## src/design/multi_task_heartbeat_watchdog_defines.svh

```systemverilog
// Assertion macros for the heartbeat watchdog.
`ifndef MULTI_TASK_HEARTBEAT_WATCHDOG_DEFINES_SVH
`define MULTI_TASK_HEARTBEAT_WATCHDOG_DEFINES_SVH
`ifndef SYNTHESIS
`define MTHW_ASSERT(lbl, expr, msg) \
  lbl: assert property (@(posedge clk) disable iff (!rst_n) (expr)) else $error(msg);
`define MTHW_ASSERT_IMP(lbl, ante, cons, msg) \
  lbl: assert property (@(posedge clk) disable iff (!rst_n) (ante) |-> (cons)) else $error(msg);
`else
`define MTHW_ASSERT(lbl, expr, msg)
`define MTHW_ASSERT_IMP(lbl, ante, cons, msg)
`endif
`endif

```

## src/design/mthw_pkg.sv

```systemverilog
`timescale 1ns / 1ps
package mthw_pkg;
  localparam int ID_W         = 32;
  localparam int TICK_W       = 32;
  localparam int CFG_IDX_W    = 1;
  localparam int RESULT_LIMIT = 16;
  localparam int CNT_W        = $clog2(RESULT_LIMIT + 1);

  localparam logic [TICK_W-1:0] DEFAULT_PERIOD = 32'd5000;

  localparam logic [1:0] ACT_REGISTER  = 2'd0;
  localparam logic [1:0] ACT_HEARTBEAT = 2'd1;
  localparam logic [1:0] ACT_TICK      = 2'd2;

  localparam logic [1:0] KIND_TIMEOUT = 2'd0;
  localparam logic [1:0] KIND_ALL_OK  = 2'd1;
  localparam logic [1:0] KIND_DROPPED = 2'd2;

  localparam logic [CFG_IDX_W-1:0] CFG_CHECK_INTERVAL = 1'd0;
  localparam logic [CFG_IDX_W-1:0] CFG_TIMEOUT        = 1'd1;

  typedef enum logic [1:0] {
    OP_HB,
    OP_REG,
    OP_CHK
  } tok_op_t;

  typedef struct packed {
    logic [1:0]      action;
    logic [ID_W-1:0] task_id;
  } in_item_t;

  typedef struct packed {
    logic [1:0]      report_kind;
    logic [ID_W-1:0] report_id;
    logic            last_of_run;
  } out_item_t;

  // token walking the cell chain
  typedef struct packed {
    logic              v;
    tok_op_t           op;
    logic [ID_W-1:0]   id;
    logic [TICK_W-1:0] now;
    logic              done;
    logic              any;
  } tok_t;

  typedef struct packed {
    logic            v;
    logic [ID_W-1:0] id;
  } rep_t;
endpackage

```

## src/design/mthw_cell.sv

```systemverilog
`timescale 1ns / 1ps
module mthw_cell (
  input  logic                        clk,
  input  logic                        rst_n,
  input  logic                        adv,
  input  logic [mthw_pkg::TICK_W-1:0] timeout_ticks,
  input  mthw_pkg::tok_t              tok_in,
  output mthw_pkg::tok_t              tok_out,
  output mthw_pkg::rep_t              rep
);
  import mthw_pkg::*;

  logic              valid_r, valid_nxt;
  logic [ID_W-1:0]   id_r, id_nxt;
  logic [TICK_W-1:0] stamp_r, stamp_nxt;
  tok_t              tok_r, tok_nxt;
  logic              match;
  logic [TICK_W-1:0] age;

  always_comb begin
    match     = valid_r && (id_r == tok_in.id);
    age       = tok_in.now - stamp_r;
    rep.v     = tok_in.v && (tok_in.op == OP_CHK) && valid_r && (age >= timeout_ticks);
    rep.id    = id_r;
    valid_nxt = valid_r;
    id_nxt    = id_r;
    stamp_nxt = stamp_r;
    tok_nxt   = tok_in;
    tok_nxt.any = tok_in.any | valid_r;
    if (tok_in.v && !tok_in.done && (tok_in.op == OP_HB || tok_in.op == OP_REG)) begin
      if (match) begin
        stamp_nxt    = tok_in.now;
        tok_nxt.done = 1'b1;
      end else if (tok_in.op == OP_REG && !valid_r) begin
        valid_nxt    = 1'b1;
        id_nxt       = tok_in.id;
        stamp_nxt    = tok_in.now;
        tok_nxt.done = 1'b1;
      end
    end
  end

  always_ff @(posedge clk) begin
    if (!rst_n) begin
      valid_r <= 1'b0;
      tok_r   <= '0;
    end else if (adv) begin
      valid_r <= valid_nxt;
      tok_r   <= tok_nxt;
    end
  end

  always_ff @(posedge clk) begin
    if (adv) begin
      id_r    <= id_nxt;
      stamp_r <= stamp_nxt;
    end
  end

  assign tok_out = tok_r;
endmodule

```

## config.mk

```make
export PLATFORM = sky130hd
export DESIGN_NAME = mthw_cell
export DESIGN_NICKNAME = d
export VERILOG_FILES = /design/src/design/multi_task_heartbeat_watchdog_defines.svh /design/src/design/mthw_pkg.sv /design/src/design/mthw_cell.sv
export SDC_FILE = /design/constraint.sdc
export NUM_CORES = 1
export LEC_CHECK = 0
export BUFFER_PORTS_ARGS = -buffer_cell sky130_fd_sc_hd__buf_2
export CAP_MARGIN = 20
export CORE_MARGIN = 4
export CORE_UTILIZATION = 45
export DETAILED_ROUTE_END_ITERATION = 10
export PLACE_DENSITY = 0.82
export RECOVER_POWER = 50
export SYNTH_ARGS = -nofsm -noshare
export SYNTH_HDL_FRONTEND = slang
export SYNTH_SLANG_ARGS = --single-unit
```

## constraint.sdc

```tcl
create_clock -name clk -period 5 [get_ports clk]
set_clock_uncertainty 0.1 [all_clocks]
set_input_delay 0.25 -clock clk [delete_from_list [all_inputs] [get_ports clk]]
set_output_delay 0.25 -clock clk [all_outputs]
set_load 0.03 [all_outputs]
```

==> results of run 1 <==
-- through the flow --
step | TNS [ps] | cells | power (mW) | area, um^2
3_3_place_gp | 0 | 1117 | 1.72 | 8690
5_1_grt | -35.5 | 1214 | 3.11 | 9810
6_report | 0 | 1214 | 2.97 | 9810
2_1_floorplan | 0 | 710 | 1.57 | 7430
4_1_cts | 0 | 1213 | 3.00 | 9910
3_5_place_dp | 0 | 1117 | 1.74 | 8690
-- layout make-up --
cell class	instances	area share
clock buffers	17	0.0434
flip-flops and latches	134	0.339
multi-input cells	486	0.388
inverters	71	0.0272
well taps	216	0.0276
repair buffers	275	0.160
clock inverters	15	0.0158
-- power breakdown --
part | switching, mW | internal [mW]
clock network | 0.553 | 0.668
registers | 0.0200 | 1.19
logic | 0.316 | 0.227
-- worst min-delay path: cells and delay by family --
family	cells	cell delay, ps
compound gates	1	130
buf+inv	1	80
simple gates	1	30
-- logic make-up (layout without fill, tap and decap cells) --
family / after synthesis / in the layout / synth area share
fa+ha+maj: 64 / 64 / 0.109
compound gates: 125 / 125 / 0.106
simple gates: 167 / 167 / 0.126
mux: 68 / 68 / 0.0918
buf+inv: 90 / 378 / 0.0470
flops: 134 / 134 / 0.447
xor+xnor: 62 / 62 / 0.0731
-- path summary, 6_finish.rpt --
kind                                   to  slack, ps  cells after the start
setup reg to reg    stamp_r[20]$_DFFE_PP_       2500                      7
hold reg to reg   tok_out[7]$_SDFFE_PN0P_        420                      2
hold / removal    tok_out[0]$_SDFFE_PN0P_         30                      3
setup / recovery                  rep[32]        210                     18
-- cell usage in the layout (no fill, tap or decap), types with 4 or more instances in the layout --
cell type / count
nor4_1: 6
xnor2_1: 32
nor2b_1: 73
clkbuf_16: 17
o31ai_1: 4
o21ai_0: 31
buf_4: 6
inv_8: 5
inv_1: 71
a21o_1: 7
a21oi_1: 41
inv_6: 5
o21a_1: 7
nor2_1: 22
buf_2: 89
nand2_1: 23
dfxtp_1: 70
mux2i_1: 67
edfxtp_1: 64
nand3_1: 7
ha_1: 63
dlygate4sd3_1: 64
clkbuf_1: 116
a211oi_1: 6
nor3_1: 4
o21bai_1: 4
nand4_1: 16
xor2_1: 30
-- sequential cells by signal, summed over array words and instances (netlist names) --
signal,cells
valid_r,1
stamp_r,32
tok_out,69
id_r,32
-- layer usage --
layer  GRT usage  vias to the layer above  routed length, um
met5           0                        -                  0
met4      0.0722                        0                401
met3      0.0673                       29               1330
met2       0.370                      209               9610
met1       0.249                     2892               8380
li1            -                     3064                  -
-- what timing repair did --
item | CTS | global route
hold endpoints to repair | 64 | 0
endpoints found under the setup margin | 0 | 1
hold buffers | 64 | 0
setup buffers | 0 | 1
resized for setup | 0 | 6
==> metrics.yaml, run 1 <==
synthTopCellsByArea: "edfxtp_1 (26%), dfxtp_1 (19%), ha_1 (11%), mux2i_1 (9.0%), nor2b_1 (6.1%)"
multiInputGateArea_um2: 3800
violations: "capacitance limit, slew limit"
end_kind: "primary output"
die_w_um: 137
diodes: 0
synth_most_common_cell: "nor2b_1"
vias_per_cell: 5.10
async_flop_share: 0
clock_sinks: 134
layout_setup_ws_ps: 214
clk_latency_ps: 420
hpwlAfterDp_mm: 13.9
htreeDepth: 4
synth_warnings: 0
pre_cts_ws_ps: 696
slowest_delay_ps: 550
track_usage: 0.213
grt_pass1_wl_mm: 31.4
cp_data_arrival_time_ps: 4440
fmax_mhz: 209
ff_latch_area_um2: 3320
drt_iter0_markers: 426
start_util: 0.463
num_vias: 6194
power_density_nw_per_um2: 303
gp_congestion: 0.906
grt-ovfl-total: 0
grt_max_degree: 71
syn_area_um2: 7430
crit_buf_inv: 3
numCtsBuffers: 17
critPathRequiredTime_ps: 4650
whs_ps: 31.2
synthTopCellsByCount: "nor2b_1 (73), inv_1 (71), dfxtp_1 (70), mux2i_1 (67), edfxtp_1 (64)"
fin_util: 0.611
antenna_found_initial: 0
cp_slowest_cell: "dlygate4sd3_1"
ys_seq_area_frac: 0.447
synthCells: 710
p_leak_nw: 4.23
setup.worst_path.start: "tok_in[3]"
outcome: "complete, but fails checks"
setup_viol: 0
dieArea_um2: 18600
clockRootBuffer: "clkbuf_16"
start_kind: "input port"
cp_max_fo: 6
drv_cap: 1
wl_mm: 19.7
port_buffers: 205
drive_gt1_frac: 0.141
crit_family: "compound AO/OA/AOI/OAI gates"
synthFlopType: "dfxtp_1"
nFillCells: 1329
die_h_um: 137
path_cells: "dlygate4sd3_1 > buf_2 > ha_1 > nor2b_2 > o2111ai_1 > a31oi_2 > o2111ai_4 > o41ai_1 > xor2_1 > ha_1 > a21oi_1 > o21ai_0 > a21o_1 > a211oi_1 > nor2_1 > o31ai_2 > a31oi_1 > buf_2"
synth-seq-cells: 134
slew_headroom: -0.794
core_um2: 16100
synth.top_cell.area_share: 0.259
max_slew.worst_pin.slew_ps: 2690
layout_min_cycle_time_ps: 4790
syn_area_per_cell_um2: 10.5
cts.path.max_buffers: 2
drc: 0
first_pass_iters: 5
report.final.slew_viol_count: 38
syn_nets: 878
hold_class: "in -> reg"
critical_path_class: "in -> out"
fin_nets: 1153
syn2layout_area_growth_pct: 32.0
grt_pass1_vias: 6454
drt-wirelength-per-cell_um: 16.3
rows: 46
ir_worst_vdd_mv: 0.215
finalHoldViolations: 0
r2r-start: "id_r[27]$_DFFE_PP_"
clk_pin_slew_ps: 60
synth.largest_area_cell: "edfxtp_1"
synth_edf_count: 64
timing.final.crit_share: 0.957
ios: 206
synth_cell_types: 56
cts_tree: "yes"
detail-route-antenna-nets: 0
min_from: "tok_in[0]"
(Power assumes the default switching activity.)
==> run 2, diff against run 1 <==
--- a/config.mk
+++ b/config.mk
@@ -10,6 +10,7 @@
 export CORE_MARGIN = 4
 export CORE_UTILIZATION = 45
 export DETAILED_ROUTE_END_ITERATION = 10
+export GPL_TIMING_DRIVEN = 0
 export PLACE_DENSITY = 0.82
 export RECOVER_POWER = 50
 export SYNTH_ARGS = -nofsm -noshare
==> metrics.yaml, run 2 (synthesized netlist as in run 1, its figures left out) <==
outcome: "finished clean"
setup_tns_ps: 0  # unchanged
multiInputGateArea_um2: 3810  # +0.20%
grt_pass1_vias: 6503  # +0.76%
r2r-start: "id_r[27]$_DFFE_PP_"
antenna_found_initial: 0  # unchanged
total_power_mw: 2.96  # -0.50%
clock_sinks: 134  # unchanged
fin_util: 0.612  # +0.000935
whs_ps: 20.8  # -10.4 ps
finalHoldViolations: 0  # unchanged
start_util: 0.463  # unchanged
layout_min_cycle_time_ps: 4720  # -64.7 ps
setup_viol: 0  # unchanged
slew_headroom: 0.351  # +1.15
cts.path.max_buffers: 2  # unchanged
largest_reg_flops: 69  # unchanged
core_um2: 16100  # unchanged
first_pass_iters: 5  # unchanged
cts_tree: "yes"
drv_cap: 0  # -1
grt-ovfl-total: 0  # unchanged
drc: 0  # unchanged
p_leak_nw: 4.13  # -2.4%
fin_nets: 1167  # +1.2%
drt-wirelength-per-cell_um: 16.4  # +1.2%
critical_path_class: "in -> out"
end_kind: "primary output"
clk_latency_ps: 420  # about the same
clk_pin_slew_ps: 60  # about the same
cp_max_fo: 6  # unchanged
power_density_nw_per_um2: 301  # -0.65%
endpoint: "rep[32]"
rows: 46  # unchanged
ir_worst_vdd_mv: 0.222  # +3.3%
track_usage: 0.221  # +0.00778
clockRootBuffer: "clkbuf_16"
grt_pass1_wl_mm: 32.3  # +2.9%
critPathRequiredTime_ps: 4650  # about the same
r2r_end: "stamp_r[15]$_DFFE_PP_"
numCtsBuffers: 17  # unchanged
ff_latch_area_um2: 3320  # unchanged
detail-route-antenna-nets: 0  # unchanged
fmax_mhz: 212  # +1.4%
port_buffers: 203  # -0.98%
vias_per_cell: 5.18  # +1.5%
die_w_um: 137  # unchanged
start_kind: "input port"
r2r_cells: 6  # -1
hpwlAfterDp_mm: 14.7  # +5.3%
final_common_cell: "clkbuf_1"
wl_mm: 20.2  # +2.4%
setup.worst_path.start: "tok_in[9]"
cp_data_arrival_time_ps: 4370  # -70 ps
hold_class: "in -> reg"
max_slew.worst_pin.slew_ps: 973  # -1720 ps
gp_congestion: 0.899  # -0.74%
diodes: 0  # unchanged
report.final.slew_viol_count: 0  # -100%
worst-r2r-setup-slack_ps: 2070  # -430 ps
dieArea_um2: 18600  # unchanged
final_cell_mix: "clkbuf_1 (155), nor2b_1 (73), inv_1 (71)"
htreeDepth: 4  # unchanged
num_vias: 6360  # +2.7%
die_h_um: 137  # unchanged
drive_gt1_frac: 0.107  # -0.0346
ios: 206  # unchanged
drt_iter0_markers: 348  # -18%
nFillCells: 1361  # +2.4%
rsz0062_at_grt: "no"
timing.final.crit_share: 0.944  # -0.0129
hold_depth: 3  # unchanged
grt_max_degree: 34  # -52%
syn2layout_area_growth_pct: 32.2
-- run 2: cell types whose count changed in the layout (fill, tap and decap cells not counted), sizes merged --
| cell | before | now |
|---|---|---|
| clkbuf | 133 | 175 |
| buf | 95 | 67 |
| clkinvlp | 0 | 2 |
| clkinv | 5 | 4 |
| inv | 81 | 80 |
-- run 2: per-stage QoR --
stage / instance area (um^2) / instances / worst slack [ps]
finish: 9820 / 1228 / 279
global route: 9820 / 1228 / 3.68
CTS: 9970 / 1228 / 26.6
detailed placement: 8760 / 1132 / 508
global placement: 8720 / 1129 / -1600
floorplan: 7430 / 710 / 358
-- run 2: how the worst min path moves through the flow --
stage	from	end	slack, ps
2_1_floorplan	tok_in[34]	id_r[0]$_DFFE_PP_	250
3_3_place_gp	tok_in[21]	stamp_r[19]$_DFFE_PP_	370
3_5_place_dp	tok_in[20]	stamp_r[18]$_DFFE_PP_	360
4_1_cts	tok_in[66]	tok_out[66]$_SDFFE_PN0P_	6
5_1_grt	tok_in[66]	tok_out[66]$_SDFFE_PN0P_	20
6_report	tok_in[66]	tok_out[66]$_SDFFE_PN0P_	20
-- run 2: final cells by class --
| class | count | area share |
|---|---|---|
| inverter | 71 | 0.0271 |
| clock buffer | 17 | 0.0433 |
| clock inverter | 15 | 0.0143 |
| timing repair buffer | 270 | 0.153 |
| sequential | 134 | 0.338 |
| buffer | 19 | 0.00841 |
| multi-input combinational | 486 | 0.388 |
| tap | 216 | 0.0275 |
-- run 2: worst max-delay path, cell delays in order --
cell	delay (ps)
dlygate4sd3_1	530
clkbuf_1	130
ha_1	380
nor2b_1	170
or2_2	330
o2111ai_4	300
and2_1	240
xnor2_1	160
ha_1	280
a21o_1	160
a21o_1	180
a21oi_2	200
o41ai_1	130
o31a_1	280
o31ai_2	300
a31oi_1	140
buf_2	190
-- run 2: where the power goes --
part           switching, mW  total [mW]  leakage [nW]  internal [mW]
combinational          0.321       0.545          2.70          0.225
clock                  0.546        1.20         0.274          0.658
sequential            0.0200        1.21          1.16           1.19
total                  0.887        2.96          4.13           2.07
-- run 2: what timing repair did --
action                     4_1_cts  5_1_grt
setup endpoints to repair        0        1
hold endpoints to repair        64        0
setup buffers                    0        0
hold buffers                    64        0
resized for setup                0        6
-- run 2: per-layer routing --
layer,vias up,share of wire,track usage
met5,-,0,0
met4,0,0.033,0.0991
met3,55,0.078,0.0629
met2,268,0.48,0.372
met1,2939,0.41,0.261
li1,3098,-,-
==> run 3, diff against run 2 <==
--- a/config.mk
+++ b/config.mk
@@ -11,7 +11,7 @@
 export CORE_UTILIZATION = 45
 export DETAILED_ROUTE_END_ITERATION = 10
 export GPL_TIMING_DRIVEN = 0
-export PLACE_DENSITY = 0.82
+export PLACE_DENSITY = 0.79
 export RECOVER_POWER = 50
 export SYNTH_ARGS = -nofsm -noshare
 export SYNTH_HDL_FRONTEND = slang
==> constraint.sdc (replaced) <==
create_clock -name clk -period 5.1 [get_ports clk]
set_clock_uncertainty 0.1 [all_clocks]
set_input_delay 0.255 -clock clk [delete_from_list [all_inputs] [get_ports clk]]
set_output_delay 0.255 -clock clk [all_outputs]
set_load 0.03 [all_outputs]
==> metrics.yaml, run 3 (synthesized netlist as in run 1, its figures left out) <==
outcome: "finished clean"
nFillCells: 1399  # +2.8%
die_w_um: 137  # unchanged
final_cell_mix: "clkbuf_1 (141), buf_2 (74), nor2b_1 (73)"
htreeDepth: 4  # unchanged
ios: 206  # unchanged
cts.path.max_buffers: 2  # unchanged
fin_nets: 1168  # +0.086%
clk_latency_ps: 430  # about the same
clk_pin_slew_ps: 60  # about the same
drc: 0  # unchanged
critical_path_class: "in -> out"
syn2layout_area_growth_pct: 32.7
slew_headroom: 0.390  # +0.0389
clockRootBuffer: "clkbuf_16"
ff_latch_area_um2: 3320  # unchanged
fmax_mhz: 204
hpwlAfterDp_mm: 14.8  # +1.3%
layout_min_cycle_time_ps: 4910
drv_cap: 0  # unchanged
vias_per_cell: 5.05  # -2.4%
dieArea_um2: 18600  # unchanged
start_kind: "input port"
grt_pass1_vias: 6256  # -3.8%
clock_sinks: 134  # unchanged
num_vias: 6215  # -2.3%
pre_cts_ws_ps: 577  # +68.9 ps
largest_reg_flops: 69  # unchanged
setup_viol: 0  # unchanged
first_pass_iters: 5  # unchanged
die_h_um: 137  # unchanged
fin_util: 0.614  # +0.00249
layout_setup_ws_ps: 191  # -87.6 ps
p_leak_nw: 4.19  # +1.5%
finalHoldViolations: 0  # unchanged
max_slew.worst_pin.slew_ps: 914  # -58.3 ps
setup_tns_ps: 0  # unchanged
report.final.slew_viol_count: 0  # unchanged
final_common_cell: "clkbuf_1"
hold_depth: 3  # unchanged
end_kind: "primary output"
grt-ovfl-total: 0  # unchanged
antenna_found_initial: 0  # unchanged
track_usage: 0.215  # -0.00579
port_buffers: 203  # unchanged
r2r_cells: 6  # unchanged
cts_tree: "yes"
rows: 46  # unchanged
ir_worst_vdd_mv: 0.209  # -5.7%
numCtsBuffers: 17  # unchanged
drt-wirelength-per-cell_um: 16.3  # -0.69%
drt_iter0_markers: 365  # +4.9%
power_density_nw_per_um2: 295  # -2.0%
grt_max_degree: 34  # unchanged
core_um2: 16100  # unchanged
detail-route-antenna-nets: 0  # unchanged
cp_max_fo: 4  # -2
hold_class: "in -> reg"
start_util: 0.463  # unchanged
multiInputGateArea_um2: 3800  # -0.23%
critPathRequiredTime_ps: 4740  # +90 ps
gp_congestion: 0.873  # -2.9%
cp_data_arrival_time_ps: 4550  # +180 ps
wl_mm: 20.1  # -0.52%
grt_pass1_wl_mm: 31.1  # -3.8%
drive_gt1_frac: 0.123  # +0.0167
timing.final.crit_share: 0.963
-- run 3: changes by cell type in the layout (fill, tap and decap cells not counted), sizes merged --
cell	change
diode	+1
clkinvlp	-1
dlygate4sd3	+2
clkinv	+1
buf	+13
clkbuf	-14
-- run 3: worst max-delay path, stage by stage --
cell,delay [ps]
dlygate4sd3_1,540
buf_2,150
ha_1,360
a21oi_1,310
o21ai_0,170
a211oi_1,330
nor4_2,100
o32ai_2,440
o21ai_0,210
xor2_1,200
ha_1,310
nand4_1,80
a211oi_1,290
o31a_1,250
o31ai_2,100
a31oi_1,220
buf_2,230
-- run 3: worst paths after layout --
path	startpoint	endpoint	slack, ps
max	tok_in[15]	rep[32]	190
min	tok_in[67]	tok_out[67]$_SDFFE_PN0P_	50
max reg2reg	id_r[16]$_DFFE_PP_	stamp_r[28]$_DFFE_PP_	2240
min reg2reg	tok_out[7]$_SDFFE_PN0P_	tok_out[7]$_SDFFE_PN0P_	410
-- run 3: layer usage --
| layer | up-vias | part of all wire | wire length (um) | GRT usage |
|---|---|---|---|---|
| met2 | 221 | 0.49 | 9860 | 0.372 |
| met3 | 28 | 0.077 | 1560 | 0.0577 |
| met1 | 2862 | 0.41 | 8290 | 0.257 |
| li1 | 3104 | - | - | - |
| met5 | - | 0 | 0 | 0 |
| met4 | 0 | 0.019 | 384 | 0.0761 |
-- run 3: layout make-up --
cell class | instances | area share
Tap cell | 216 | 0.0274
Timing Repair Buffer | 271 | 0.156
Clock inverter | 15 | 0.0157
Buffer | 19 | 0.00837
Antenna cell | 1 | 0.000254
Multi-Input combinational cell | 486 | 0.385
Clock buffer | 17 | 0.0431
Sequential cell | 134 | 0.337
Inverter | 71 | 0.0270
-- run 3: metrics by stage --
| stage | total power [mW] | cell area (um^2) | cells | hold WS, ps |
|---|---|---|---|---|
| floorplan | 1.54 | 7430 | 710 | 254 |
| global placement | 1.69 | 8720 | 1129 | 370 |
| detailed placement | 1.71 | 8750 | 1131 | 368 |
| CTS | 2.94 | 9990 | 1229 | 9.09 |
| global route | 3.04 | 9860 | 1229 | 81.4 |
| finish | 2.91 | 9860 | 1230 | 45.5 |
-- run 3: power by group --
part	total (mW)	internal [mW]	leakage, nW	switching (mW)
clock network	1.19	0.652	0.283	0.540
logic	0.533	0.221	2.75	0.312
registers	1.18	1.16	1.16	0.0200
-- run 3: timing repair --
| item | CTS | global route |
|---|---|---|
| endpoints found under the hold margin | 66 | 0 |
| gates resized for setup | 0 | 5 |
| buffers inserted | 0 | 0 |
| hold buffers | 66 | 0 |
| setup endpoints to repair | 0 | 1 |
