`config.mk`:
```
export PLATFORM = sky130hd
export DESIGN_NAME = mthw_ctrl
export DESIGN_NICKNAME = d
export VERILOG_FILES = /design/src/design/mthw_pkg.sv /design/src/design/mthw_ctrl.sv
export VERILOG_INCLUDE_DIRS = /design/src /design/src/design
export SDC_FILE = /design/constraint.sdc
export NUM_CORES = 1
export LEC_CHECK = 0
export ABC_AREA = 1
export BUFFER_PORTS_ARGS = -buffer_cell sky130_fd_sc_hd__buf_2
export CAP_MARGIN = 10
export CORE_MARGIN = 5
export CORE_UTILIZATION = 35
export CTS_BUF_LIST = sky130_fd_sc_hd__clkbuf_8
export DETAILED_ROUTE_END_ITERATION = 16
export PLACE_DENSITY = 0.54
export SLEW_MARGIN = 10
export SYNTH_ARGS = -nofsm -noshare
export SYNTH_HDL_FRONTEND = slang
export SYNTH_SLANG_ARGS = --single-unit
```
`constraint.sdc`:
```
create_clock -name clk -period 5.15 [get_ports clk]
set_input_delay 0.7725 -clock clk [delete_from_list [all_inputs] [get_ports clk]]
set_output_delay 0.7725 -clock clk [all_outputs]
set_load 0.05 [all_outputs]
```
`src/design/multi_task_heartbeat_watchdog_defines.svh`:
```
// Assertion macros for the heartbeat watchdog.
`ifndef MULTI_TASK_HEARTBEAT_WATCHDOG_DEFINES_SVH
`define MULTI_TASK_HEARTBEAT_WATCHDOG_DEFINES_SVH
`ifndef SYNTHESIS
`define MTHW_ASSERT(lbl, expr, msg) \
  lbl: assert property (@(posedge clk) disable iff (!rst_n) (expr)) else $error(msg);
`define MTHW_ASSERT_IMP(lbl, ante, cons, msg) \
  lbl: assert property (@(posedge clk) disable iff (!rst_n) (ante) |-> (cons)) else $error(msg);
`else
`define MTHW_ASSERT(lbl, expr, msg)
`define MTHW_ASSERT_IMP(lbl, ante, cons, msg)
`endif
`endif

```
`src/design/mthw_pkg.sv`:
```
`timescale 1ns / 1ps
package mthw_pkg;
  localparam int ID_W         = 32;
  localparam int TICK_W       = 32;
  localparam int CFG_IDX_W    = 1;
  localparam int RESULT_LIMIT = 16;
  localparam int CNT_W        = $clog2(RESULT_LIMIT + 1);

  localparam logic [TICK_W-1:0] DEFAULT_PERIOD = 32'd5000;

  localparam logic [1:0] ACT_REGISTER  = 2'd0;
  localparam logic [1:0] ACT_HEARTBEAT = 2'd1;
  localparam logic [1:0] ACT_TICK      = 2'd2;

  localparam logic [1:0] KIND_TIMEOUT = 2'd0;
  localparam logic [1:0] KIND_ALL_OK  = 2'd1;
  localparam logic [1:0] KIND_DROPPED = 2'd2;

  localparam logic [CFG_IDX_W-1:0] CFG_CHECK_INTERVAL = 1'd0;
  localparam logic [CFG_IDX_W-1:0] CFG_TIMEOUT        = 1'd1;

  typedef enum logic [1:0] {
    OP_HB,
    OP_REG,
    OP_CHK
  } tok_op_t;

  typedef struct packed {
    logic [1:0]      action;
    logic [ID_W-1:0] task_id;
  } in_item_t;

  typedef struct packed {
    logic [1:0]      report_kind;
    logic [ID_W-1:0] report_id;
    logic            last_of_run;
  } out_item_t;

  // token walking the cell chain
  typedef struct packed {
    logic              v;
    tok_op_t           op;
    logic [ID_W-1:0]   id;
    logic [TICK_W-1:0] now;
    logic              done;
    logic              any;
  } tok_t;

  typedef struct packed {
    logic            v;
    logic [ID_W-1:0] id;
  } rep_t;
endpackage

```
`src/design/mthw_ctrl.sv`:
```
`timescale 1ns / 1ps
`include "multi_task_heartbeat_watchdog_defines.svh"
module mthw_ctrl (
  input  logic                           clk,
  input  logic                           rst_n,
  input  logic                           in_valid,
  output logic                           in_ready,
  input  mthw_pkg::in_item_t             in_data,
  output logic                           out_valid,
  input  logic                           out_ready,
  output mthw_pkg::out_item_t            out_data,
  input  logic                           cfg_we,
  input  logic [mthw_pkg::CFG_IDX_W-1:0] cfg_index,
  input  logic [mthw_pkg::TICK_W-1:0]    cfg_wdata,
  output mthw_pkg::tok_t                 tok_head,
  input  mthw_pkg::tok_t                 tok_tail,
  input  mthw_pkg::rep_t                 rep,
  output logic                           adv,
  output logic [mthw_pkg::TICK_W-1:0]    timeout_ticks
);
  import mthw_pkg::*;

  logic [TICK_W-1:0] interval_r, interval_nxt;
  logic [TICK_W-1:0] timeout_r, timeout_nxt;
  logic [TICK_W-1:0] now_r, now_nxt;
  logic [TICK_W-1:0] last_chk_r, last_chk_nxt;
  logic              busy_r, busy_nxt;
  tok_t              tok_head_r, tok_head_nxt;
  logic              pend_v_r, pend_v_nxt;
  logic [ID_W-1:0]   pend_id_r, pend_id_nxt;
  logic [CNT_W-1:0]  cnt_r, cnt_nxt;
  logic              out_valid_r, out_valid_nxt;
  out_item_t         out_data_r, out_data_nxt;

  logic              in_acc, out_free, chk_due, push, fin_need;
  logic [TICK_W-1:0] tick_now;
  out_item_t         push_data, fin_data;

  always_comb begin
    in_acc   = in_valid && !busy_r;
    out_free = !out_valid_r || out_ready;
    tick_now = now_r + TICK_W'(1);
    chk_due  = (tick_now - last_chk_r) >= interval_r;

    interval_nxt  = interval_r;
    timeout_nxt   = timeout_r;
    now_nxt       = now_r;
    last_chk_nxt  = last_chk_r;
    busy_nxt      = busy_r;
    tok_head_nxt  = tok_head_r;
    pend_v_nxt    = pend_v_r;
    pend_id_nxt   = pend_id_r;
    cnt_nxt       = cnt_r;
    out_valid_nxt = out_valid_r;
    out_data_nxt  = out_data_r;
    adv           = 1'b1;
    push          = 1'b0;
    push_data     = '{report_kind: KIND_TIMEOUT, report_id: pend_id_r, last_of_run: 1'b0};
    fin_need      = 1'b0;
    fin_data      = '{report_kind: KIND_TIMEOUT, report_id: pend_id_r, last_of_run: 1'b1};

    if (out_valid_r && out_ready) begin
      out_valid_nxt = 1'b0;
    end

    if (tok_tail.v) begin
      case (tok_tail.op)
        OP_CHK: begin
          if (pend_v_r) begin
            fin_need = 1'b1;
          end else if (tok_tail.any) begin
            fin_need = 1'b1;
            fin_data = '{report_kind: KIND_ALL_OK, report_id: '0, last_of_run: 1'b1};
          end
        end
        OP_REG: begin
          if (!tok_tail.done) begin
            fin_need = 1'b1;
            fin_data = '{report_kind: KIND_DROPPED, report_id: tok_tail.id,
                         last_of_run: 1'b1};
          end
        end
        default: fin_need = 1'b0;
      endcase
      if (fin_need && !out_free) begin
        adv = 1'b0;
      end else begin
        push       = fin_need;
        push_data  = fin_data;
        busy_nxt   = 1'b0;
        pend_v_nxt = 1'b0;
        cnt_nxt    = '0;
      end
    end else if (rep.v && (cnt_r < CNT_W'(RESULT_LIMIT))) begin
      if (pend_v_r) begin
        if (out_free) begin
          push        = 1'b1;
          pend_id_nxt = rep.id;
          cnt_nxt     = cnt_r + CNT_W'(1);
        end else begin
          adv = 1'b0;
        end
      end else begin
        pend_v_nxt  = 1'b1;
        pend_id_nxt = rep.id;
        cnt_nxt     = cnt_r + CNT_W'(1);
      end
    end

    if (push) begin
      out_valid_nxt = 1'b1;
      out_data_nxt  = push_data;
    end

    if (adv) begin
      tok_head_nxt.v = 1'b0;
    end

    if (in_acc) begin
      case (in_data.action)
        ACT_REGISTER: begin
          tok_head_nxt = '{v: 1'b1, op: OP_REG, id: in_data.task_id, now: now_r,
                           done: 1'b0, any: 1'b0};
          busy_nxt     = 1'b1;
        end
        ACT_HEARTBEAT: begin
          tok_head_nxt = '{v: 1'b1, op: OP_HB, id: in_data.task_id, now: now_r,
                           done: 1'b0, any: 1'b0};
          busy_nxt     = 1'b1;
        end
        ACT_TICK: begin
          now_nxt = tick_now;
          if (chk_due) begin
            last_chk_nxt = tick_now;
            tok_head_nxt = '{v: 1'b1, op: OP_CHK, id: in_data.task_id, now: tick_now,
                             done: 1'b0, any: 1'b0};
            busy_nxt     = 1'b1;
          end
        end
        default: busy_nxt = busy_r;
      endcase
    end

    if (cfg_we) begin
      case (cfg_index)
        CFG_CHECK_INTERVAL: interval_nxt = cfg_wdata;
        CFG_TIMEOUT:        timeout_nxt  = cfg_wdata;
        default:            interval_nxt = interval_r;
      endcase
    end
  end

  always_ff @(posedge clk) begin
    if (!rst_n) begin
      interval_r  <= DEFAULT_PERIOD;
      timeout_r   <= DEFAULT_PERIOD;
      now_r       <= '0;
      last_chk_r  <= '0;
      busy_r      <= 1'b0;
      tok_head_r  <= '0;
      pend_v_r    <= 1'b0;
      cnt_r       <= '0;
      out_valid_r <= 1'b0;
    end else begin
      interval_r  <= interval_nxt;
      timeout_r   <= timeout_nxt;
      now_r       <= now_nxt;
      last_chk_r  <= last_chk_nxt;
      busy_r      <= busy_nxt;
      tok_head_r  <= tok_head_nxt;
      pend_v_r    <= pend_v_nxt;
      cnt_r       <= cnt_nxt;
      out_valid_r <= out_valid_nxt;
    end
  end

  always_ff @(posedge clk) begin
    pend_id_r  <= pend_id_nxt;
    out_data_r <= out_data_nxt;
  end

  assign in_ready      = !busy_r;
  assign out_valid     = out_valid_r;
  assign out_data      = out_data_r;
  assign tok_head      = tok_head_r;
  assign timeout_ticks = timeout_r;

  `MTHW_ASSERT_IMP(a_idle_no_token, !busy_r, !tok_tail.v && !tok_head_r.v, "token while idle")
  `MTHW_ASSERT_IMP(a_pend_busy, pend_v_r, busy_r, "pending result while idle")
  `MTHW_ASSERT(a_rep_exit_excl, !(rep.v && tok_tail.v), "report at token exit")
  `MTHW_ASSERT(a_cnt_limit, cnt_r <= CNT_W'(RESULT_LIMIT), "result count over limit")
endmodule

```
==> impl_results.md, run 1 <==
- Outcome: completed
- Final core utilization: 44.16%
- TritonRoute pass-1 iters: 5
- Fill count: about 4200
- Synth warn: 0
- Gr ovfl total: 0
- Design area: between 15000 and 20000 um^2
- CP most frequent cell: nand2_1
- Net Sw Power: between 3 and 4 mW
- Final clock skew: about 0.032 ns
- Pwr Total: between 8 and 9 mW
- Final cycle utilization of the critical path: around 95%
- Gr usage total: between 15 and 20%
- CTS buffer count: 49
- Power share of the clock group: between 20% and 30%
- Final-report max-slew violation count: 0
- Final nets: 2475
- Setup TNS: 0 ns
- Via count: around 13000
- Int Pwr: about 4.9 mW
- Die Ht: 212.0 um
- Synthesized cell area: around 14000 um^2
- R2R Path End: tok_head[5]
- Worst Hold End: pend_id_r[19]
- Die area: around 45000 um^2
- Final Setup Violations: 0
- Num ports: around 310
- Worst min-delay path startpoint: rep[19]
- R2r setup slk: between 0.2 and 0.3 ns
- Synth cell types: 50
- Synth Register Bits: 270
- Top-area cell type share of the netlist area: between 20% and 30%
- Worst min-delay path class: input port to flip-flop
- CTS tree: yes
- Crit-path max cell delay: about 0.45 ns
- Switching Share: between 40% and 50%
- Register area share after synthesis: a little over two fifths
- Setup WS post-layout: 0.2763 ns
- DRT antenna net count: 0
- IO Port Bufs: approximately 280
- Slowest CP cell: dfxtp_1
- Area growth syn-to-layout: 25.68%
- Non-filler instance count after layout: around 2800
- Skew-Pair Late Insertion Delay: 0.64 ns
- Clk root buf: clkbuf_8
- Level count of the clock H-tree: 2
- Number of global-route vias before repair: 12710
- Maximum vdd drop: around 0.21 mV
- Hold Fails Final Rpt: 0
- Least-Margin Pin Slew: 1.068 ns
- Synth area leader: dfxtp_1
- Max cap viols: 0
- EDFF count, synth: 67
- Worst reg2reg path depth: 30
- Ratio of cells with drive above 1 in the final layout: 23.02%
- Iteration-0 DRC Markers: 907
- Synthesized instance count: 1930
- Reg-to-reg startpoint: now_r[14]
- Final hold slack: 0.3255 ns
- Vias/cell: 4.794
- Detailed Place HPWL: 31.34 mm
- Pin count of the biggest net entering global routing: 180
- Startpoint class of the critical path: flip-flop
- Max Fanout on Critical Path: 7
- Pre-CTS setup slack: approximately 0.027 ns
- Arrival time worst endpoint: between 5 and 6 ns
- Ant diodes: 0
- Setup CP Type: flip-flop to flip-flop
- Drt total wl: around 43 mm
- Highest clock rate: slightly above 200 MHz
- Post-synth top cells: 350 x nand2_1, 322 x nor2_1, 220 x inv_1
- PD cells: 476.5 nW/um^2
- Logic pwr share: 45.3%
- Crit path required time: approximately 5.7 ns
- Leak: 8.365 nW
- Longest Clk Path Bufs: 3
- Clock sinks: 270
- DR WL/cell: about 15 um
- Slew HR: ~29%
- Synth Flop Type: dfxtp_1
- Worst Setup End Kind: flip-flop
- Sequential Power Share: between 30% and 40%
- Post-route DRC violation count: 0
- First-pass GRT wire length: around 66 mm
- CTS clk-pin slew, worst paths: ~0.060 ns
- Placement Cell Area: approximately 16000 um^2
- Post-synth ARST share: 0%
- Die X: approximately 210 um
- Count leader, synth: nand2_1
- Placed cells: roughly 2700
- Initial core utilization: a little over a third
- Period minus WS final: approximately 4.9 ns
- Ranking of synthesized cells by area: dfxtp_1 28%, edfxtp_1 14%, nand2_1 9.2%
- Core Region: just over 40000 um^2
- Mean area per synthesized cell: 7.400 um^2
- Row cnt: 74
- Initial antenna violation count: 0
- Final GP Congestion: around 0.9
- Hold depth: 1
[worst max-delay path by stage]
stage               from           end  cells after the start
4_1_cts         now_r[0]  tok_head[67]                     28
5_1_grt         now_r[1]   tok_head[5]                     31
6_report       now_r[14]   tok_head[5]                     30
3_5_place_dp    now_r[0]  tok_head[50]                     28
2_1_floorplan   now_r[0]  tok_head[30]                     31
3_3_place_gp   now_r[14]  tok_head[39]                     26
[cell type report]
type                            instances  area (um^2)  area share (%)
Multi-Input combinational cell       1345         7367           41.04
Sequential cell                       270         6090           33.93
Timing Repair Buffer                  343         1959           10.92
Inverter                              224        848.3           4.726
Clock buffer                           60        825.8           4.601
Tap cell                              532        665.6           3.708
Clock inverter                         30        193.9           1.080
[layout by cell type (no fill, tap or decap), types with 10 or more instances in the layout]
cell and n:
a21oi_1 174, dfxtp_1 192, clkbuf_8 60, nor2_1 309
xnor2_1 17, nand4_1 23, nor2_2 11, o21ai_0 138
xor2_1 26, dfxtp_2 11, buf_4 57, nor2_4 10
ha_1 57, nand3_1 71, nand3b_1 33, edfxtp_1 67
a21oi_2 16, buf_2 277, nand2_1 346, inv_1 229
[power groups by stage]
stage / clock network (mW) / registers (mW) / logic (mW)
after floorplan: 0 / 3.18 / 2.15
after global placement: 0 / 2.61 / 3.62
after CTS: 2.20 / 2.57 / 3.69
after detailed placement: 0 / 2.61 / 3.67
after global routing: 2.29 / 2.60 / 4.32
final: 2.11 / 2.57 / 3.87
[timing repair]
action	CTS	global route
hold buffers	0	0
setup endpoints to repair	27	100
pin swaps	0	24
gates resized for setup	1	104
buffers inserted	0	13
cloned	0	0
[cells by family (layout without fill, tap and decap cells)]
family / Yosys count / after routing / share of synthesized area [%]
AOI/OAI and AO/OA: 370 / 370 / 13.61
and+or+nand+nor: 851 / 851 / 25.41
DFF: 270 / 270 / 42.54
buffers and inverters: 316 / 657 / 8.822
xor gates and xnor gates: 54 / 54 / 3.574
adders and majority gates: 68 / 68 / 6.010
other: 1 / 2 / 0.02626
[state kept, by name (all words and copies together) (netlist names)]
signal,count
out_data,35
out_valid,1
cnt_r,5
pend_id_r,32
interval_r,32
last_chk_r,32
pend_v_r,1
tok_head,67
busy_r,1
timeout_ticks,32
now_r,32
[per-layer routing]
layer | wire [um] | up-vias | global-route usage, %
met5 | 0 | - | 0
met4 | 1260 | 0 | 6.841
met3 | 2590 | 75 | 3.232
met2 | 21540 | 319 | 31.99
met1 | 17540 | 6183 | 21.74
li1 | - | 6864 | -
[critical path, delay by kind of cell, from the launching register on]
family | cells | cell delay (ns)
AO/OA/AOI/OAI | 4 | 0.72
XOR/XNOR | 1 | 0.20
adder cells (fa/ha/maj) | 2 | 0.52
buffers and inverters | 4 | 0.54
flip-flops | 1 | 0.45
AND/OR/NAND/NOR | 19 | 2.35
No activity file was read; power rests on OpenSTA's default activity.
==> run 2: changes to the inputs <==
--- a/config.mk
+++ b/config.mk
@@ -6,7 +6,6 @@
 export SDC_FILE = /design/constraint.sdc
 export NUM_CORES = 1
 export LEC_CHECK = 0
-export ABC_AREA = 1
 export BUFFER_PORTS_ARGS = -buffer_cell sky130_fd_sc_hd__buf_2
 export CAP_MARGIN = 10
 export CORE_MARGIN = 5
==> run 2 against run 1 <==
Compared with the run above: the run now ends with negative setup slack left; worst hold slack worse by 0.019 ns; fmax decreased by 13%; utilization up 6.2 points; area after synthesis shrank 4.0%.
==> impl_results.md, run 2 <==
- Outcome: finished, violations left
- Failing checks: negative setup slack
- EDFF count, synth: 67 (unchanged)
- Setup CP Type: flip-flop to flip-flop
- CP most frequent cell: buf_4
- Placed cells: 2435 (-9.8%)
- Initial antenna violation count: 1 (+1)
- Level count of the clock H-tree: 2 (unchanged)
- Hold Fails Final Rpt: 0 (unchanged)
- Setup WS post-layout: -0.4268 ns (-0.7031 ns)
- Fill count: 3711 (-11%)
- Die Ht: 207.9 um (-1.9%)
- IO Port Bufs: 278 (unchanged)
- Least-Margin Pin Slew: 1.163 ns (+0.09473 ns)
- Maximum vdd drop: 0.1466 mV (-32%)
- Die X: 207.9 um (-1.9%)
- Post-route DRC violation count: 0 (unchanged)
- Commonest non-fill, non-tap cell in the layout: buf_2
- Initial core utilization: 35.39% (+0.26 points)
- Iteration-0 DRC Markers: 603 (-34%)
- First-pass GRT wire length: 64.53 mm (-2.2%)
- Crit path required time: 5.67 ns (-0.04 ns)
- Clock sinks: 270 (unchanged)
- Longest Clk Path Bufs: 3 (unchanged)
- Die area: 43230 um^2 (-3.8%)
- Final nets: 2263 (-8.6%)
- Mean area per synthesized cell: 9.038 um^2 (+22%)
- Max Fanout on Critical Path: 5 (-2)
- CTS clk-pin slew, worst paths: 0.06 ns (about the same)
- Synthesized instance count: 1517 (-21%)
- Row cnt: 72 (-2.7%)
- Top-area cell type share of the netlist area: 29.64% (+1.2 points)
- DR WL/cell: 15.77 um (+3.0%)
- Cts hold-fix bufs: 0 (unchanged)
- Hold depth: 1 (unchanged)
- Synthesized cell area: 13710 um^2 (-4.0%)
- Synth Register Bits: 270 (unchanged)
- Crit-path max cell delay: 0.54 ns (+0.09 ns)
- PD cells: 280.9 nW/um^2 (-41%)
- Final cycle utilization of the critical path: 108.3% (+14 points)
- Number of global-route vias before repair: 12490 (-1.8%)
- Worst min-delay path class: input port to flip-flop
- Pre-CTS setup slack: -0.6703 ns (-0.6969 ns)
- Gr ovfl total: 0 (unchanged)
- CTS buffer count: 49 (unchanged)
- Arrival time worst endpoint: 6.09 ns (+0.66 ns)
- Max cap viols: 0 (unchanged)
- Synth Flop Type: dfxtp_1
- Count leader, synth: nand2_1
- Final-report max-slew violation count: 0 (unchanged)
- Non-filler instance count after layout: 2578 (-8.1%)
- Post-synth ARST share: 0% (unchanged)
- Setup TNS: -34.49 ns (-34.49 ns)
- Ratio of cells with drive above 1 in the final layout: 36.28% (+13 points)
- Num ports: 313 (unchanged)
- Leak: 8.620 nW (+3.0%)
- Final clock skew: 0.04753 ns (+0.01572 ns)
- Pin count of the biggest net entering global routing: 110 (-39%)
- RSZ-0062 raised after global routing: true
- Register area share after synthesis: 44.31% (+1.8 points)
- Period minus WS final: 5.577 ns (+0.7031 ns)
- TritonRoute pass-1 iters: 5 (unchanged)
- Max reg flops: 67 (unchanged)
- Synth cell types: 68 (+36%)
- Pwr Total: 5.481 mW (-36%)
- Slowest CP cell: or4_4
- Gr usage total: 17.98% (-0.033 points)
- Synth warn: 0 (unchanged)
- R2r setup slk: -0.43 ns (-0.70 ns)
- Ranking of synthesized cells by area: dfxtp_1 30%, edfxtp_1 15%, nand2_1 6.8%
- Vias/cell: 4.853 (+1.2%)
- Post-synth top cells: 247 x nand2_1, 203 x dfxtp_1, 84 x a21oi_1
- CTS tree: yes
- Detailed Place HPWL: 28.18 mm (-10%)
- Worst Setup End Kind: flip-flop
- Clk root buf: clkbuf_8
- Via count: 12510 (-6.9%)
- Worst reg2reg path depth: 29 (-3.3%)
- Synth area leader: dfxtp_1
- Final Setup Violations: 100 (+100)
- Startpoint class of the critical path: flip-flop
- Skew-Pair Late Insertion Delay: 0.64 ns (about the same)
- Drt total wl: 40.66 mm (-5.3%)
- Highest clock rate: 179.3 MHz (-13%)
- Area growth syn-to-layout: 42.31%
- Core Region: 38740 um^2 (-4.7%)
- DRT antenna net count: 0 (unchanged)
- Slew HR: 22.46% (-6.2 points)
- Final GP Congestion: 0.8415 (-6.1%)
- Most frequent cells in the layout: 277 x buf_2, 241 x nand2_1, 235 x buf_4, 191 x dfxtp_1, 101 x inv_1
run 2: cell count changes after synthesis, moves of 32 or more:
cell,delta
a21boi_0,+65
a21oi_1,-106
inv_1,-137
mux2i_1,+64
nand2_1,-103
nand3_1,-47
nor2_1,-274
nor2b_1,+73
o21ai_0,-64
xnor2_1,+32
run 2: worst max-delay path, delay by kind of cell, from the launching register on:
kind / cells / cell delay (ns)
adder cells (fa/ha/maj): 2 / 0.57
buffers and inverters: 6 / 0.92
AND/OR/NAND/NOR: 8 / 1.53
XOR/XNOR: 2 / 0.29
flip-flops: 1 / 0.37
AO/OA/AOI/OAI: 10 / 1.63
multiplexers: 1 / 0.16
run 2: power breakdown:
group | switching, mW | leakage, nW | internal [mW] | total, mW
registers | 0.0474 | 2.28 | 2.28 | 2.33
logic | 0.680 | 5.78 | 0.440 | 1.12
clock network | 0.938 | 0.568 | 1.09 | 2.03
run 2: repair_timing:
action,in CTS,in global routing
cloned,9,0
endpoints found under the setup margin,100,100
resized for setup,114,43
endpoints found under the hold margin,0,0
pin swaps,94,49
buffers inserted,33,15
run 2: area by class of cell:
type	count	area [um^2]	share of cell area, %
repair buffers	541	3682	18.87
well taps	518	648.1	3.322
inverters	84	315.3	1.616
flip-flops and latches	270	6106	31.29
clock buffers	59	812.0	4.162
multi-input cells	1075	7779	39.87
diodes	1	2.502	0.01283
clock inverters	30	166.4	0.8529
run 2: logic make-up (layout without fill, tap and decap cells):
logic type,count (synthesis),count (layout),synth area share [%]
XOR/XNOR,82,82,5.238
buffers and inverters,174,714,5.220
multiplexers,64,64,4.672
other,1,3,0.02735
flip-flops,270,270,44.31
AO/OA/AOI/OAI,347,347,16.47
AND/OR/NAND/NOR,511,512,17.80
adder cells (fa/ha/maj),68,68,6.260
run 2: path summary, 6_finish.rpt:
path,startpoint,end
setup / recovery,now_r[3],tok_head[63]
hold / removal,rep[31],pend_id_r[31]
setup reg to reg,now_r[3],tok_head[63]
hold reg to reg,tok_head[15],tok_head[15]
run 2: per-stage QoR:
step | cell area [um^2] | utilization (%) | hold WS, ns
floorplan | 13960 | - | 0.4435
global placement | 17210 | 44.43 | 0.4327
detailed placement | 17210 | 44.43 | 0.4359
CTS | 19220 | 49.61 | 0.2346
global route | 19510 | 50.37 | 0.2414
finish | 19510 | 50.37 | 0.3069
run 2: layer usage:
layer / GRT usage, % / up-vias / wire, um
li1: - / 6235 / -
met1: 22.24 / 5930 / 17640
met2: 31.55 / 285 / 20040
met3: 4.052 / 61 / 2189
met4: 5.051 / 0 / 794
met5: 0 / - / 0
